$ cat config.mk
export PLATFORM = sky130hd
export DESIGN_NAME = positional_list_engine_flat
export DESIGN_NICKNAME = d
export VERILOG_FILES = /design/src/sv/pl_pkg.sv /design/src/sv/pl_stream_if.sv /design/src/sv/pl_ctrl.sv /design/src/sv/pl_datapath.sv /design/src/sv/positional_list_engine.sv /design/src/flat_wrapper.sv
export SDC_FILE = /design/constraint.sdc
export NUM_CORES = 1
export LEC_CHECK = 0
export ABC_CLOCK_PERIOD_IN_PS = 1510
export CORE_AREA = 5 5 42 44
export DETAILED_ROUTE_END_ITERATION = 10
export DIE_AREA = 0 0 47 49
export DONT_BUFFER_PORTS = 1
export SYNTH_ARGS = -nofsm -noshare
export SYNTH_HDL_FRONTEND = slang
export SYNTH_SLANG_ARGS = --single-unit
$ cat constraint.sdc
create_clock -name clk -period 1.51 [get_ports clk]
set_clock_uncertainty 0.1 [all_clocks]
set_input_delay 0.302 -clock clk [delete_from_list [all_inputs] [get_ports clk]]
set_output_delay 0.302 -clock clk [all_outputs]
set_load 0.01 [all_outputs]
$ cat src/sv/pl_pkg.sv
`default_nettype none
// ---------------------------------------------------------------------------
// pl_pkg
// Shared types and constants for the positional list engine.
// ---------------------------------------------------------------------------
package pl_pkg;

    localparam int DEFAULT_CAPACITY = 16;
    localparam int DATA_W           = 32;
    localparam int POS_W            = 16;
    localparam int COUNT_W          = 5;

    typedef enum logic [2:0] {
        OP_INS_FRONT = 3'd0,
        OP_INS_BACK  = 3'd1,
        OP_INS_POS   = 3'd2,
        OP_DEL_FRONT = 3'd3,
        OP_DEL_BACK  = 3'd4,
        OP_DEL_POS   = 3'd5,
        OP_DUMP      = 3'd6
    } op_t;

    typedef enum logic [1:0] {
        ST_OK     = 2'd0,
        ST_BADPOS = 2'd1,
        ST_FULL   = 2'd2,
        ST_EMPTY  = 2'd3
    } status_t;

    typedef struct packed {
        op_t                      op;
        logic signed [DATA_W-1:0] value;
        logic [POS_W-1:0]         position;
    } req_t;

    typedef struct packed {
        status_t                  status;
        logic signed [DATA_W-1:0] element;
        logic                     element_valid;
        logic                     last;
        logic [COUNT_W-1:0]       count;
    } rsp_t;

    // controller -> datapath
    typedef struct packed {
        logic load;       // capture request beat
        logic exec;       // perform edit, emit single result
        logic dump_step;  // emit front cell, rotate list
    } pl_cmd_t;

    // datapath -> controller
    typedef struct packed {
        logic out_free;   // output register can take a beat this cycle
        logic dump_go;    // held op is a dump of a non-empty list
        logic dump_final; // next dump beat is the last one
    } pl_stat_t;

endpackage
`default_nettype wire

$ cat src/sv/pl_stream_if.sv
`default_nettype none
// ---------------------------------------------------------------------------
// pl_stream_if
// Valid/ready channel carrying one payload beat per handshake.
// ---------------------------------------------------------------------------
interface pl_stream_if #(
    parameter type T = logic
);
    logic valid;
    logic ready;
    T     data;

    modport source (output valid, output data, input ready);
    modport sink   (input valid, input data, output ready);
endinterface
`default_nettype wire

$ cat src/sv/pl_ctrl.sv
`default_nettype none
// ---------------------------------------------------------------------------
// pl_ctrl
// Sequencer: takes one request, then runs the edit or the dump stream.
// ---------------------------------------------------------------------------
module pl_ctrl
    import pl_pkg::*;
(
    input  wire logic     clk,
    input  wire logic     rst_n,
    input  wire logic     req_valid,
    output logic          req_ready,
    input  wire pl_stat_t stat,
    output pl_cmd_t       cmd
);

    typedef enum logic {
        S_IDLE,
        S_EXEC
    } state_t;

    state_t state_reg;
    state_t state_next;

    always_comb
    begin
        state_next    = state_reg;
        cmd           = '0;
        req_ready     = 1'b0;
        case (state_reg)
            S_IDLE:
            begin
                req_ready = 1'b1;
                if (req_valid)
                begin
                    cmd.load   = 1'b1;
                    state_next = S_EXEC;
                end
            end
            S_EXEC:
            begin
                if (stat.out_free)
                begin
                    if (stat.dump_go)
                    begin
                        cmd.dump_step = 1'b1;
                        if (stat.dump_final)
                        begin
                            state_next = S_IDLE;
                        end
                    end
                    else
                    begin
                        cmd.exec   = 1'b1;
                        state_next = S_IDLE;
                    end
                end
            end
            default:
            begin
                state_next = S_IDLE;
            end
        endcase
    end

    always_ff @(posedge clk or negedge rst_n)
    begin
        if (!rst_n)
        begin
            state_reg <= S_IDLE;
        end
        else
        begin
            state_reg <= state_next;
        end
    end

endmodule
`default_nettype wire

$ cat src/sv/pl_datapath.sv
`default_nettype none
// ---------------------------------------------------------------------------
// pl_datapath
// Shifting cell row, occupancy, held request, dump counter, output register.
// ---------------------------------------------------------------------------
module pl_datapath
    import pl_pkg::*;
#(
    parameter int CAPACITY = DEFAULT_CAPACITY
)
(
    input  wire logic     clk,
    input  wire logic     rst_n,
    input  wire req_t     req_data,
    input  wire pl_cmd_t  cmd,
    output pl_stat_t      stat,
    output logic          rsp_valid,
    input  wire logic     rsp_ready,
    output rsp_t          rsp_data
);

    localparam int OCC_W = $clog2(CAPACITY + 1);

    logic signed [DATA_W-1:0] cells_reg  [CAPACITY];
    logic signed [DATA_W-1:0] cells_next [CAPACITY];
    logic [OCC_W-1:0]         occ_reg;
    logic [OCC_W-1:0]         occ_next;
    logic [OCC_W-1:0]         rem_reg;
    req_t                     hold_reg;
    logic                     out_valid_reg;
    rsp_t                     out_reg;

    logic [POS_W:0]   pos_ext;
    logic [POS_W:0]   occ_ext;
    logic [OCC_W-1:0] pos_idx;
    logic [OCC_W-1:0] k_idx;
    logic             is_ins;
    logic             is_del;
    logic             do_ins;
    logic             do_del;
    logic             empty;
    status_t          st;

    assign empty   = (occ_reg == '0);
    assign pos_ext = {1'b0, hold_reg.position};
    assign occ_ext = (POS_W+1)'(occ_reg);
    assign pos_idx = OCC_W'(hold_reg.position - POS_W'(1));

    assign is_ins = (hold_reg.op == OP_INS_FRONT) || (hold_reg.op == OP_INS_BACK)
                 || (hold_reg.op == OP_INS_POS);
    assign is_del = (hold_reg.op == OP_DEL_FRONT) || (hold_reg.op == OP_DEL_BACK)
                 || (hold_reg.op == OP_DEL_POS);

    // Status and edit slot; full/empty take priority over the position check.
    always_comb
    begin
        st    = ST_OK;
        k_idx = '0;
        case (hold_reg.op)
            OP_INS_FRONT, OP_INS_BACK, OP_INS_POS:
            begin
                if (occ_reg == OCC_W'(CAPACITY))
                begin
                    st = ST_FULL;
                end
                else if (hold_reg.op == OP_INS_FRONT)
                begin
                    k_idx = '0;
                end
                else if (hold_reg.op == OP_INS_BACK)
                begin
                    k_idx = occ_reg;
                end
                else if (pos_ext == '0 || pos_ext > occ_ext + (POS_W+1)'(1))
                begin
                    st = ST_BADPOS;
                end
                else
                begin
                    k_idx = pos_idx;
                end
            end
            OP_DEL_FRONT, OP_DEL_BACK, OP_DEL_POS:
            begin
                if (empty)
                begin
                    st = ST_EMPTY;
                end
                else if (hold_reg.op == OP_DEL_FRONT)
                begin
                    k_idx = '0;
                end
                else if (hold_reg.op == OP_DEL_BACK)
                begin
                    k_idx = occ_reg - OCC_W'(1);
                end
                else if (pos_ext == '0 || pos_ext > occ_ext)
                begin
                    st = ST_BADPOS;
                end
                else
                begin
                    k_idx = pos_idx;
                end
            end
            OP_DUMP:
            begin
                if (empty)
                begin
                    st = ST_EMPTY;
                end
            end
            default:
            begin
                st = ST_OK;
            end
        endcase
    end

    assign do_ins = cmd.exec && is_ins && (st == ST_OK);
    assign do_del = cmd.exec && is_del && (st == ST_OK);

    // Each cell looks only at itself, its neighbors and the front cell.
    always_comb
    begin
        for (int i = 0; i < CAPACITY; i++)
        begin
            cells_next[i] = cells_reg[i];
            if (do_ins)
            begin
                if (OCC_W'(i) == k_idx)
                begin
                    cells_next[i] = hold_reg.value;
                end
                else if (i > 0 && OCC_W'(i) > k_idx)
                begin
                    cells_next[i] = cells_reg[(i > 0) ? i - 1 : 0];
                end
            end
            else if (do_del)
            begin
                if (i < CAPACITY - 1 && OCC_W'(i) >= k_idx)
                begin
                    cells_next[i] = cells_reg[(i < CAPACITY - 1) ? i + 1 : i];
                end
            end
            else if (cmd.dump_step)
            begin
                // rotate the occupied cells by one toward the front
                if (OCC_W'(i) == occ_reg - OCC_W'(1))
                begin
                    cells_next[i] = cells_reg[0];
                end
                else if (i < CAPACITY - 1 && OCC_W'(i) < occ_reg - OCC_W'(1))
                begin
                    cells_next[i] = cells_reg[(i < CAPACITY - 1) ? i + 1 : i];
                end
            end
        end
    end

    always_comb
    begin
        occ_next = occ_reg;
        if (do_ins)
        begin
            occ_next = occ_reg + OCC_W'(1);
        end
        else if (do_del)
        begin
            occ_next = occ_reg - OCC_W'(1);
        end
    end

    always_ff @(posedge clk)
    begin
        cells_reg <= cells_next;
        if (cmd.load)
        begin
            hold_reg <= req_data;
        end
        if (cmd.exec)
        begin
            out_reg.status        <= st;
            out_reg.element       <= '0;
            out_reg.element_valid <= 1'b0;
            out_reg.last          <= 1'b1;
            out_reg.count         <= COUNT_W'(occ_next);
        end
        else if (cmd.dump_step)
        begin
            out_reg.status        <= ST_OK;
            out_reg.element       <= cells_reg[0];
            out_reg.element_valid <= 1'b1;
            out_reg.last          <= (rem_reg == OCC_W'(1));
            out_reg.count         <= COUNT_W'(occ_reg);
        end
    end

    always_ff @(posedge clk or negedge rst_n)
    begin
        if (!rst_n)
        begin
            occ_reg       <= '0;
            rem_reg       <= '0;
            out_valid_reg <= 1'b0;
        end
        else
        begin
            occ_reg <= occ_next;
            if (cmd.load)
            begin
                rem_reg <= occ_reg;
            end
            else if (cmd.dump_step)
            begin
                rem_reg <= rem_reg - OCC_W'(1);
            end
            if (cmd.exec || cmd.dump_step)
            begin
                out_valid_reg <= 1'b1;
            end
            else if (rsp_ready)
            begin
                out_valid_reg <= 1'b0;
            end
        end
    end

    assign stat.out_free   = !out_valid_reg || rsp_ready;
    assign stat.dump_go    = (hold_reg.op == OP_DUMP) && !empty;
    assign stat.dump_final = (rem_reg == OCC_W'(1));

    assign rsp_valid = out_valid_reg;
    assign rsp_data  = out_reg;

endmodule
`default_nettype wire

$ cat src/sv/positional_list_engine.sv
`default_nettype none
// ---------------------------------------------------------------------------
// positional_list_engine
// Bounded ordered list of signed 32-bit values with positional edits and dump.
// ---------------------------------------------------------------------------
// One request at a time. An edit (insert or delete at front, back or a
// 1-based position) first has its request beat captured; then the whole
// cell row shifts in parallel and the single result beat is loaded into
// the output register. A dump of N elements gives N beats: with each beat
// the front cell goes out and the occupied cells rotate by one, so after
// the last beat the list is back in order. A stalled output holds up these
// steps; a new request is taken while the last result of the previous one
// still sits in the output register. Illegal edits leave the list untouched
// and report bad position, full or empty in status.
// ---------------------------------------------------------------------------
module positional_list_engine
    import pl_pkg::*;
#(
    parameter int CAPACITY = DEFAULT_CAPACITY
)
(
    input  wire logic    clk,
    input  wire logic    rst_n,
    pl_stream_if.sink    req,
    pl_stream_if.source  rsp
);

    pl_cmd_t  cmd;
    pl_stat_t stat;

    pl_ctrl u_ctrl (
        .clk       (clk),
        .rst_n     (rst_n),
        .req_valid (req.valid),
        .req_ready (req.ready),
        .stat      (stat),
        .cmd       (cmd)
    );

    pl_datapath #(
        .CAPACITY (CAPACITY)
    ) u_datapath (
        .clk       (clk),
        .rst_n     (rst_n),
        .req_data  (req.data),
        .cmd       (cmd),
        .stat      (stat),
        .rsp_valid (rsp.valid),
        .rsp_ready (rsp.ready),
        .rsp_data  (rsp.data)
    );

endmodule
`default_nettype wire

$ cat src/flat_wrapper.sv
// flat-port wrapper written by rule: the top's interface ports become plain ports
module positional_list_engine_flat import pl_pkg::*;
#(
    parameter int CAPACITY = DEFAULT_CAPACITY
)
  (clk, rst_n, req_valid, req_data, req_ready, rsp_valid, rsp_data, rsp_ready);
  pl_stream_if req_i ();
  pl_stream_if rsp_i ();
  input  wire logic clk;
  input  wire logic rst_n;
  input wire logic [$bits(req_i.valid)-1:0] req_valid;
  input wire logic [$bits(req_i.data)-1:0] req_data;
  output wire logic [$bits(req_i.ready)-1:0] req_ready;
  output wire logic [$bits(rsp_i.valid)-1:0] rsp_valid;
  output wire logic [$bits(rsp_i.data)-1:0] rsp_data;
  input wire logic [$bits(rsp_i.ready)-1:0] rsp_ready;
  assign req_i.valid = req_valid;
  assign req_i.data = req_data;
  assign req_ready = req_i.ready;
  assign rsp_valid = rsp_i.valid;
  assign rsp_data = rsp_i.data;
  assign rsp_i.ready = rsp_ready;
  positional_list_engine #(.CAPACITY(CAPACITY)) u_core (.clk(clk), .rst_n(rst_n), .req(req_i), .rsp(rsp_i));
endmodule
==> impl_results.html <==
<table>
<tr><th>Metric</th><th>Value</th></tr>
<tr><th colspan="2">Logic synthesis</th></tr>
<tr><td>Synth top area cells</td><td>sky130_fd_sc_hd__dfrtp_1 43%, sky130_fd_sc_hd__xnor2_1 8.6%, sky130_fd_sc_hd__edfxtp_1 7.4%</td></tr>
<tr><td>Most frequent cells after synthesis</td><td>7 x sky130_fd_sc_hd__dfrtp_1, 4 x sky130_fd_sc_hd__xnor2_1, 3 x sky130_fd_sc_hd__inv_1</td></tr>
<tr><td>Post-synth EDFFs</td><td>1</td></tr>
<tr><td>Area share of the leading cell type in the synthesized netlist</td><td>~43%</td></tr>
<tr><td>Mapped Area</td><td>408 µm²</td></tr>
<tr><td>Synthesized netlist cell count</td><td>32</td></tr>
<tr><td>Syn nets</td><td>39</td></tr>
<tr><td>Syn Area/Cell</td><td>12.7 µm²</td></tr>
<tr><td>Synthesis Warnings</td><td>0</td></tr>
<tr><td>Post-synthesis register bit count</td><td>8</td></tr>
<tr><td>Leading cell type by number of instances after synthesis</td><td>sky130_fd_sc_hd__dfrtp_1</td></tr>
<tr><td>Cell taking the most area after synthesis</td><td>sky130_fd_sc_hd__dfrtp_1</td></tr>
<tr><td>Primary flip-flop cell chosen by synthesis mapping</td><td>sky130_fd_sc_hd__dfrtp_1</td></tr>
<tr><td>Number of unique standard cell types used by synthesis</td><td>17</td></tr>
<tr><td>Share of synthesized registers carrying an async set or reset</td><td>87.5%</td></tr>
<tr><td>Sequential element share of the synthesized area</td><td>about half</td></tr>
<tr><th colspan="2">Route</th></tr>
<tr><td>Vias after detailed routing</td><td>250</td></tr>
<tr><td>ANT nets after route</td><td>0</td></tr>
<tr><td>Via/cell ratio</td><td>4.46</td></tr>
<tr><td>Total routed wirelength</td><td>740 µm</td></tr>
<tr><td>Wire per inst</td><td>13.2 µm</td></tr>
<tr><td>DRC marker count from the first detailed-route iteration</td><td>3</td></tr>
<tr><td>Number of optimization iterations in the first detailed-route pass</td><td>2</td></tr>
<tr><td>Drc violations</td><td>0</td></tr>
<tr><th colspan="2">Power and ir drop</th></tr>
<tr><td>Clock share of power</td><td>16.5%</td></tr>
<tr><td>Switching part of the total</td><td>between 30% and 40%</td></tr>
<tr><td>Internal power of the cells</td><td>0.000701 W</td></tr>
<tr><td>Pwr Total</td><td>0.00109 W</td></tr>
<tr><td>Comb pwr share</td><td>approximately two fifths</td></tr>
<tr><td>Leakage power</td><td>around 0.22 nW</td></tr>
<tr><td>Pwr per Cell Area</td><td>2230 mW/mm²</td></tr>
<tr><td>Sequential Power Share</td><td>approximately 42%</td></tr>
<tr><td>Net switching power</td><td>a little under 0.0004 W</td></tr>
<tr><td>Highest ir drop seen on vdd</td><td>0.470 mV</td></tr>
<tr><th colspan="2">Floorplan</th></tr>
<tr><td>Effective utilization at floorplan</td><td>29.1%</td></tr>
<tr><td>Count of pins on the block boundary</td><td>8</td></tr>
<tr><td>Core footprint</td><td>roughly 0.0014 mm²</td></tr>
<tr><td>DIE AREA</td><td>0.00230 mm²</td></tr>
<tr><td>Die Wd</td><td>47 µm</td></tr>
<tr><td>Site Rows</td><td>14</td></tr>
<tr><td>Die Y</td><td>49 µm</td></tr>
<tr><th colspan="2">Job</th></tr>
<tr><td>Max cap viols</td><td>0</td></tr>
<tr><th colspan="2">Min path</th></tr>
<tr><td>Hold path startpoint</td><td>req_valid</td></tr>
<tr><td>HP Class</td><td>primary input to flip-flop</td></tr>
<tr><th colspan="2">STA</th></tr>
<tr><td>Worst hold slack across all endpoints</td><td>0.0909 ns</td></tr>
<tr><td>Worst max-slew margin expressed relative to the limit</td><td>77.4%</td></tr>
<tr><td>Worst-margin pin slew</td><td>0.338 ns</td></tr>
<tr><td>Final critical path time including I/O delays and setup</td><td>1.44 ns</td></tr>
<tr><td>Final period util</td><td>95.7%</td></tr>
<tr><td>Final hold vios</td><td>0</td></tr>
<tr><td>Achievable Freq</td><td>0.692 GHz</td></tr>
<tr><td>Final setup fails</td><td>0</td></tr>
<tr><td>Final slew viol count</td><td>0</td></tr>
<tr><th colspan="2">Clock tree</th></tr>
<tr><td>Post-CTS clock slew at the launch and capture registers of the worst setup and hold paths</td><td>roughly 0.06 ns</td></tr>
<tr><td>CTS Root Cell</td><td>sky130_fd_sc_hd__clkbuf_4</td></tr>
<tr><td>Sink Count</td><td>8</td></tr>
<tr><td>H-tree depth</td><td>1</td></tr>
<tr><td>Clock insertion delay at the later pin of the skew report</td><td>0.26 ns</td></tr>
<tr><td>CTS buffer count</td><td>3</td></tr>
<tr><td>Max clock buf depth</td><td>2</td></tr>
<tr><td>Clock tree from TritonCTS</td><td>built</td></tr>
<tr><th colspan="2">Setup path</th></tr>
<tr><td>Worst setup path start</td><td>u_core.u_datapath.occ_reg[1]</td></tr>
<tr><td>Worst Path Buf+Inv</td><td>1</td></tr>
<tr><td>Launch instance of the worst register-to-register path</td><td>u_core.u_datapath.occ_reg[1]</td></tr>
<tr><td>Required time at the worst-slack endpoint</td><td>approximately 1.6 ns</td></tr>
<tr><td>Crit path cell chain</td><td>inv_1 -&gt; ha_2 -&gt; nand4bb_4 -&gt; nand3_4 -&gt; mux2_4</td></tr>
<tr><td>CP top delay family</td><td>flip-flops</td></tr>
<tr><td>Worst path slowest cell</td><td>sky130_fd_sc_hd__dfrtp_1</td></tr>
<tr><td>Sort of element at the start of the critical path</td><td>flip-flop</td></tr>
<tr><td>Crit Path Class</td><td>flip-flop to flip-flop</td></tr>
<tr><td>Arrival @ worst endpoint</td><td>1.49 ns</td></tr>
<tr><td>Worst Path Max Fanout</td><td>3</td></tr>
<tr><td>Slowest cell delay on critical path</td><td>0.40 ns</td></tr>
<tr><td>Worst Setup End Kind</td><td>flip-flop</td></tr>
<tr><th colspan="2">GRT</th></tr>
<tr><td>Largest net degree at the start of global routing</td><td>9</td></tr>
<tr><td>Global-route usage over all layers</td><td>7.86%</td></tr>
<tr><td>Total gr overflow</td><td>0</td></tr>
<tr><td>Vias in the first global route</td><td>265</td></tr>
<tr><td>Initial antenna violation count</td><td>0</td></tr>
<tr><td>First-pass GRT wire length</td><td>approximately 1200 µm</td></tr>
<tr><th colspan="2">Cells and area</th></tr>
<tr><td>Final non-filler cell total</td><td>56</td></tr>
<tr><td>Fraction of layout cells with a size suffix above 1</td><td>27.5%</td></tr>
<tr><td>Nets</td><td>48</td></tr>
<tr><td>Final antenna diode count</td><td>0</td></tr>
<tr><td>Area growth, synth to finish</td><td>19.9%</td></tr>
<tr><td>Cell area after layout</td><td>489 µm²</td></tr>
<tr><td>Largest register FFs</td><td>5</td></tr>
<tr><th colspan="2">Placed design</th></tr>
<tr><td>Estimated wirelength of the detail-placed design</td><td>527 µm</td></tr>
<tr><td>Port Buffers</td><td>0</td></tr>
<tr><td>Final GP Congestion</td><td>between 0.7 and 0.8</td></tr>
<tr><td>Cell area reported after detailed placement</td><td>443 µm²</td></tr>
<tr><td>DP Cell Count</td><td>50</td></tr>
<tr><th colspan="2">Status</th></tr>
<tr><td>Status</td><td>completed</td></tr>
</table>
==> per-stage QoR <==
stage	worst slack, ns	utilization (%)	setup TNS [ns]
floorplan	0.0950	-	0
global placement	0.0831	31.6	0
detailed placement	0.0543	31.6	0
CTS	0.0437	34.2	0
global route	-0.00668	34.9	-0.00668
finish	0.0654	34.9	0
==> cells in the final DEF, fill, tap and decap left out, types with 2 or more instances in the layout <==
cell type / Yosys / final
sky130_fd_sc_hd__nor2_1: 2 / 2
sky130_fd_sc_hd__inv_1: 3 / 3
sky130_fd_sc_hd__nand4_1: 2 / 2
sky130_fd_sc_hd__clkbuf_4: 0 / 3
sky130_fd_sc_hd__xnor2_1: 4 / 4
sky130_fd_sc_hd__and2_1: 2 / 2
sky130_fd_sc_hd__dfrtp_1: 7 / 7
sky130_fd_sc_hd__buf_4: 0 / 3
==> repair_timing <==
item,CTS,global route
gates resized for setup,0,1
setup endpoints to repair,0,1
endpoints found under the hold margin,7,0
setup buffers,0,1
hold buffers,1,0
==> layout make-up <==
| cell class | instances | area, µm² |
|---|---|---|
| multi-input combinational | 21 | 194 |
| sequential | 8 | 205 |
| tap | 16 | 20.0 |
| timing repair buffer | 4 | 32.5 |
| inverter | 3 | 11.3 |
| clock buffer | 4 | 26.3 |
| fill | 153 | 912 |
==> power by group through the flow <==
stage | sequential (W) | combinational (W) | clock, W
2_1_floorplan | 0.000456 | 0.000317 | 0
3_3_place_gp | 0.000460 | 0.000395 | 0
3_5_place_dp | 0.000474 | 0.000407 | 0
4_1_cts | 0.000470 | 0.000421 | 0.000189
5_1_grt | 0.000486 | 0.000495 | 0.000197
6_report | 0.000463 | 0.000448 | 0.000181
==> final timing paths <==
| path | to | slack [ns] | depth (start not counted) |
|---|---|---|---|
| min in group asynchronous | u_core.u_datapath.occ_reg[3] | 0.28 | 1 |
| max in group asynchronous | u_core.u_datapath.occ_reg[2] | 0.78 | 1 |
| hold reg to reg | u_core.u_datapath.occ_reg[3] | 0.41 | 1 |
| hold / removal | u_core.u_ctrl.state_reg | 0.09 | 2 |
| setup reg to reg | u_core.u_datapath.occ_reg[1] | 0.07 | 5 |
| setup / recovery | u_core.u_datapath.occ_reg[1] | 0.07 | 5 |
==> per-layer routing <==
layer	vias to the layer above	GRT usage (%)	wire, µm	share of wire (%)
met2	6	12.2	412	56
li1	125	-	-	-
met1	119	8.05	270	36
met3	0	4.43	57	7.7
met4	0	4.15	0	0
met5	-	0	0	0
==> logic make-up (layout without fill, tap and decap cells) <==
family | count (synthesis) | in the layout | share of synthesized area (%)
simple gates | 13 | 13 | 26.1
xor+xnor | 4 | 4 | 8.59
buf+inv | 3 | 11 | 2.76
mux | 2 | 2 | 6.13
fa+ha+maj | 2 | 2 | 6.13
flops | 8 | 8 | 50.3
(Power assumes the default switching activity.)
